--- src/hdl/angle_between_vectors_2d_unit_assert.svh ---
// assertion helpers for the vector angle unit
// every property is sampled on the rising clock and muted while reset is low
`ifndef ANGLE_BETWEEN_VECTORS_2D_UNIT_ASSERT_SVH
`define ANGLE_BETWEEN_VECTORS_2D_UNIT_ASSERT_SVH

// property that must hold at every sampled edge
`define ABV_ASSERT(lbl, prop, msg) \
	lbl: assert property (@(posedge clk) disable iff (!arst_n) (prop)) else $error(msg);

// property that must hold in the cycle after a condition
`define ABV_ASSERT_NEXT(lbl, cond, prop, msg) \
	lbl: assert property (@(posedge clk) disable iff (!arst_n) (cond) |=> (prop)) \
		else $error(msg);

`endif

--- src/hdl/abv2d_pkg.sv ---
`timescale 1ns / 1ps
`default_nettype none

package abv2d_pkg;

	// width of dot and cross after the product prescale
	localparam int DC_W = 33;
	// cordic x/y datapath, inputs scaled up by CORDIC_PRESHIFT
	localparam int XY_W = 63;
	localparam int CORDIC_PRESHIFT = 29;
	// accumulated cordic angle, q2.30 signed
	localparam int Z_W = 32;
	// base angle, q2.30 unsigned
	localparam int BASE_W = 32;
	// base plus accumulated angle plus rounding term
	localparam int TOT_W = BASE_W + 2;
	localparam int ANG_FRAC = 30;
	localparam int CORDIC_STAGES = 31;

	localparam logic [BASE_W-1:0] PI_Q30 = 32'd3373259426;
	localparam logic [BASE_W-1:0] HALF_PI_Q30 = 32'd1686629713;

	// atan(2^-i) in q2.30 for the first rotations, later ones are 2^(30-i)
	localparam logic [29:0] ATAN_HEAD [10] = '{
		30'd843314857, 30'd497837829, 30'd263043837, 30'd133525159, 30'd67021687,
		30'd33543516, 30'd16775851, 30'd8388437, 30'd4194283, 30'd2097149
	};

	typedef logic signed [XY_W-1:0] xy_t;
	typedef logic signed [Z_W-1:0] z_t;

	// side data that rides along the cordic chain
	typedef struct packed {
		logic degenerate;
		logic [BASE_W-1:0] base;
	} tag_t;

	function automatic z_t atan_q30(input int i);
		z_t r;
		if (i < 10) begin
			r = z_t'(ATAN_HEAD[i[3:0]]);
		end else begin
			r = z_t'(1) <<< (ANG_FRAC - i);
		end
		return r;
	endfunction

endpackage

`default_nettype wire

--- src/hdl/abv2d_cordic_stage.sv ---
`timescale 1ns / 1ps
`default_nettype none

module abv2d_cordic_stage #(
	parameter int IDX = 0
) (
	input logic clk,
	input logic arst_n,
	input logic en,
	input logic valid,
	input abv2d_pkg::xy_t x,
	input abv2d_pkg::xy_t y,
	input abv2d_pkg::z_t z,
	input abv2d_pkg::tag_t tag,
	output logic valid_s4,
	output abv2d_pkg::xy_t x_s4,
	output abv2d_pkg::xy_t y_s4,
	output abv2d_pkg::z_t z_s4,
	output abv2d_pkg::tag_t tag_s4
);
	import abv2d_pkg::*;

	localparam z_t ANGLE = atan_q30(IDX);

	xy_t xs;
	xy_t ys;
	logic y_pos;
	logic y_neg;

	// floor shifts of both coordinates and direction of rotation
	always_comb begin
		xs = x >>> IDX;
		ys = y >>> IDX;
		y_neg = y[XY_W-1];
		y_pos = !y[XY_W-1] && (y != '0);
	end

	// stage occupancy
	always_ff @(posedge clk or negedge arst_n) begin
		if (!arst_n) begin
			valid_s4 <= 1'b0;
		end else if (en) begin
			valid_s4 <= valid;
		end
	end

	// one vectoring rotation, no move when y is already zero
	always_ff @(posedge clk) begin
		if (en) begin
			tag_s4 <= tag;
			if (y_pos) begin
				x_s4 <= x + ys;
				y_s4 <= y - xs;
				z_s4 <= z + ANGLE;
			end else if (y_neg) begin
				x_s4 <= x - ys;
				y_s4 <= y + xs;
				z_s4 <= z - ANGLE;
			end else begin
				x_s4 <= x;
				y_s4 <= y;
				z_s4 <= z;
			end
		end
	end

endmodule

`default_nettype wire

--- config.mk ---
export PLATFORM = sky130hd
export DESIGN_NAME = abv2d_cordic_stage
export DESIGN_NICKNAME = d
export VERILOG_FILES = /design/src/hdl/angle_between_vectors_2d_unit_assert.svh /design/src/hdl/abv2d_pkg.sv /design/src/hdl/abv2d_cordic_stage.sv
export SDC_FILE = /design/constraint.sdc
export NUM_CORES = 1
export LEC_CHECK = 0
export BUFFER_PORTS_ARGS = -buffer_cell sky130_fd_sc_hd__buf_4
export CAP_MARGIN = 0
export CELL_PAD_IN_SITES_DETAIL_PLACEMENT = 1
export CELL_PAD_IN_SITES_GLOBAL_PLACEMENT = 1
export CORE_MARGIN = 2
export CORE_UTILIZATION = 40
export DETAILED_ROUTE_END_ITERATION = 10
export PLACE_DENSITY_LB_ADDON = 0.08
export SYNTH_ARGS = -nofsm -noshare
export SYNTH_HDL_FRONTEND = slang
export SYNTH_SLANG_ARGS = --single-unit
--- constraint.sdc ---
create_clock -name clk -period 1 [get_ports clk]
set_clock_uncertainty 0.1 [all_clocks]
set_input_delay 0.1 -clock clk [delete_from_list [all_inputs] [get_ports clk]]
set_output_delay 0.1 -clock clk [all_outputs]
set_load 0.01 [all_outputs]
==> metrics.md, run 1 <==
| Metric | Value |
|---|---|
| Synth unique cells | `92` |
| Die height | `between 200 and 250 um` |
| Most common cell in the netlist | `a21oi_1` |
| # port buffers | `~390` |
| Clock sink count | `192` |
| # rows | `82` |
| Placed cell count | `between 4000 and 5000` |
| Post-synth EDFFs | `191` |
| Post-synthesis sequential area ratio | `0.284` |
| Clk root buf | `clkbuf_16` |
| DP Wirelength | `between 100 and 150 mm` |
| H-Tree Depth | `4` |
| Post-synth ARST share | `0.00521` |
| Longest Clk Path Bufs | `2` |
| Synth top area share | `0.282` |
| Synth cell count leaders | `314 x a21oi_1, 218 x nor2_1, 199 x inv_1` |
| Synthesized instance count | `2528` |
| Synthesized net count | `approximately 2900` |
| Fail Step | `clock tree synthesis` |
| Dominant cell type by area after synthesis | `edfxtp_1` |
| Hold-fix buffers at CTS | `between 80 and 90` |
| Die width | `229 um` |
| Mean Syn Cell Area | `8.04 um^2` |
| Initial cell density of the core | `0.405` |
| Status | `stopped before the end` |
| Main synth FF type | `edfxtp_1` |
| Total CTS buffers | `17` |
| Post-CTS setup buffers | `roughly 170` |
| GPL Wtd Cong | `1.05` |
| Post-Place Setup Slack | `-2.97 ns` |
| Synth top area cells | `edfxtp_1 28%, ha_1 12%, a21oi_1 7.7%, o21ai_0 4.4%, nor2_1 4.0%` |
| Cell Area, Synth | `20300 um^2` |
| Quantity of gates resized following cts | `860` |
| Placed Area | `32600 um^2` |
| Err | `[ERROR DPL-0033] detailed placement checks failed during check placement.` |
| Post-synthesis register bit count | `roughly 190` |
| Number of synthesis warnings | `0` |
| Num ports | `387` |
## cell families after synthesis
group,after synthesis,share of synthesized area
compound gates,1027,0.336
xor+xnor,61,0.0263
fa+ha+maj,191,0.119
buf+inv,361,0.0676
flops,192,0.284
mux,15,0.00776
simple gates,681,0.160
## metrics by stage
stage / setup TNS (ns) / hold WS [ns] / util
floorplan: -222.96 / -0.296 / -
global placement: -340.11 / -0.225 / 0.650
detailed placement: -372.84 / -0.218 / 0.650
==> run 2: changes to the inputs <==
Settings changed: CELL_PAD_IN_SITES_DETAIL_PLACEMENT 1 to not set, CELL_PAD_IN_SITES_GLOBAL_PLACEMENT 1 to not set, CORE_UTILIZATION 40 to 25, PLACE_DENSITY_LB_ADDON 0.08 to 0.15.
==> run 2 against run 1 <==
  * The flow now finishes, with violations (hold timing, setup timing)
  * Synthesized cell count unchanged
  * Area after synthesis unchanged
==> metrics.md, run 2 <==
| Metric | Value |
|---|---|
| Vias in the first global route | `27640` |
| Cell Area, Synth | `20300 um^2` |
| Die width | `289 um` |
| First-pass iteration count of the detailed router | `5` |
| Critical path's most frequent cell | `buf_6` |
| Routed Wire Length | `123 mm` |
| Final setup viols | `~360` |
| Slowest CP cell | `a211o_4` |
| Core area | `80500 um^2` |
| Startpoint class of the critical path | `input pin` |
| Max Cap Viol | `0` |
| Fin nets | `about 4500` |
| Status | `complete, but fails checks` |
| Crit-path max FO | `4` |
| Power, Total | `between 40 and 50 mW` |
| CTS clk-pin slew, worst paths | `around 0.12 ns` |
| Reg2Reg Depth | `1` |
| Int Pwr | `26.4 mW` |
| Detail Route Antenna Nets | `0` |
| Reg power frac | `0.247` |
| Synth unique cells | `92` |
| Drt wl/cell | `23.7 um` |
| Main synth FF type | `edfxtp_1` |
| Synthesized instance count | `2528` |
| Clock latency on the worst-skew pair | `around 0.55 ns` |
| Final min period | `2.90 ns` |
| Mean Syn Cell Area | `around 8 um^2` |
| Post-DR vias/cell | `5.27` |
| DRT iter0 DRCs | `1809` |
| Placed Area | `approximately 33000 um^2` |
| Synthesized net count | `2914` |
| Total die area | `83600 um^2` |
| Worst IR Drop VDD | `0.00155 V` |
| Clock sink count | `192` |
| Crit path kind | `input pin to flop` |
| Psw | `17.3 mW` |
| Tightest Pin Transition | `0.757 ns` |
| Failing checks | `hold timing, setup timing` |
| Logic pwr share | `0.565` |
| Area grow syn2layout | `104%` |
| DRC | `0` |
| Post-synth EDFFs | `191` |
| Req. time, crit path | `between 1 and 1.5 ns` |
| # port buffers | `386` |
| Via count | `27261` |
| Layout cells sized above 1 | `0.561` |
| Synth top area cells | `edfxtp_1 28%, ha_1 12%, a21oi_1 7.7%, o21ai_0 4.4%, nor2_1 4.0%` |
| Max-slew violation count | `0` |
| Hold depth | `2` |
| Crit-path cells | `buf_8, clkinvlp_4, buf_6, ha_4, buf_6, nor2b_4, o211a_4, o31ai_4, o211a_4, buf_6, o21ai_4, a211o_4, a311oi_4, buf_4, o21ai_4, mux2i_1, o211ai_1` |
| First-pass GRT wire length | `176 mm` |
| Synth top area share | `0.282` |
| Total CTS buffers | `17` |
| GPL Wtd Cong | `roughly 0.97` |
| Commonest non-fill, non-tap cell in the layout | `buf_4` |
| H-Tree Depth | `4` |
| Total gr overflow | `0` |
| Num ports | `387` |
| Post-synthesis register bit count | `between 150 and 200` |
| CTS tree | `built` |
| Initial antenna violation count | `1` |
| Worst path max stage delay | `0.40 ns` |
| Leak | `18.1 nW` |
| # rows | `104` |
| Most frequent cells in the layout | `1236 x buf_4, 306 x buf_6, 203 x a21oi_1, 191 x edfxtp_1, 181 x nor2_1` |
| Relative slew slack | `0.495` |
| Kind of end point of the critical path | `flop` |
| Hold WS | `-0.261 ns` |
| Sw frac | `0.395` |
| Ant diodes | `0` |
| Number of synthesis warnings | `0` |
| DP Wirelength | `95.3 mm` |
| Synth cell count leaders | `314 x a21oi_1, 218 x nor2_1, 199 x inv_1` |
| Die height | `between 200 and 300 um` |
| Longest Clk Path Bufs | `2` |
| Period utilization | `2.90` |
| Post-synthesis sequential area ratio | `0.284` |
| Dominant cell type by area after synthesis | `edfxtp_1` |
| Arrival @ worst endpoint | `3.11 ns` |
| Clock Power Share | `0.188` |
| Power Density | `approximately 1100 nW/um^2` |
| Largest net degree at the start of global routing | `104` |
| Setup WS post-layout | `-1.90 ns` |
| RSZ-0062 raised after global routing | `yes` |
| Post-synth ARST share | `0.00521` |
| Initial cell density of the core | `0.252` |
| Gr usage total | `0.283` |
| Most common cell in the netlist | `a21oi_1` |
| Fmax | `345 MHz` |
| Regs by FF count | `x_s4 x63, y_s4 x63, tag_s4 x33` |
| Endpoints failing hold | `8` |
| Clk root buf | `clkbuf_16` |
| HP Class | `input pin to flop` |
| Fin area | `41500 um^2` |
[run 2: cell counts after synthesis]
Identical to the previous run, type by type.
[run 2: power by group through the flow]
| stage | registers, mW | logic (mW) | clock network (mW) |
|---|---|---|---|
| global route | 10.9 | 26.0 | 8.67 |
| floorplan | 11.2 | 8.02 | 0 |
| finish | 10.8 | 24.7 | 8.22 |
| CTS | 10.6 | 22.6 | 8.43 |
| detailed placement | 10.8 | 19.3 | 0 |
| global placement | 10.8 | 19.3 | 0 |
[run 2: final timing paths]
path	endpoint	startpoint	slack, ns
worst min-delay path	x_s4[0]	x[0]	-0.26
worst max register to register	valid_s4	valid_s4	0.14
max in group asynchronous	valid_s4	arst_n	0.39
min in group asynchronous	valid_s4	arst_n	0.31
worst max-delay path	x_s4[59]	y[1]	-1.90
worst min register to register	valid_s4	valid_s4	0.45
[run 2: cell type report]
class / count / area [um^2]
inverter: 206 / 852
tap: 1060 / 1330
sequential: 192 / 5760
fill: 7453 / 39100
clock buffer: 17 / 425
timing repair buffer: 1710 / 15100
clock inverter: 15 / 234
multi-input combinational: 1977 / 17800
[run 2: critical path, delay by kind of cell]
kind | cells | cell delay, ns
AOI/OAI and AO/OA | 8 | 1.81
adders and majority gates | 1 | 0.27
buffers and inverters | 6 | 0.72
muxes | 1 | 0.18
and+or+nand+nor | 1 | 0.03
[run 2: through the flow]
step                       util  setup WS (ns)  setup TNS [ns]  std cells  hold WS (ns)
final                     0.515          -1.90         -286.80       5177        -0.261
after global routing      0.515          -1.93         -303.93       5177        -0.255
after CTS                 0.487          -1.85         -287.35       5149        -0.290
after detailed placement  0.415          -2.95         -357.81       4884        -0.221
after global placement    0.415          -2.90         -360.10       4884        -0.225
after floorplan               -          -2.17         -222.96       2528        -0.296
[run 2: repair_timing]
| action | 4_1_cts | 5_1_grt |
|---|---|---|
| resized for setup | 602 | 479 |
| gates cloned | 11 | 2 |
| setup buffers | 141 | 52 |
| hold buffers | 94 | 3 |
| hold endpoints to repair | 110 | 22 |
| pin swaps | 263 | 215 |
| setup endpoints to repair | 350 | 366 |
[run 2: kinds of logic after synthesis]
group	count (synthesis)	synth area share
flip-flops	192	0.284
AO/OA/AOI/OAI	1027	0.336
adder cells (fa/ha/maj)	191	0.119
buffers and inverters	361	0.0676
multiplexers	15	0.00776
XOR/XNOR	61	0.0263
AND/OR/NAND/NOR	681	0.160
[run 2: per-layer routing]
layer  vias to the layer above  track usage  share of wire  wire length (um)
met5                         -            0       0.000081                10
met4                         2        0.110          0.039              4820
met3                       204       0.0380          0.055              6720
met2                       950        0.489           0.49             60200
met1                     13465        0.355           0.42             51100
li1                      12640            -              -                 -
No activity file was read; power rests on OpenSTA's default activity.
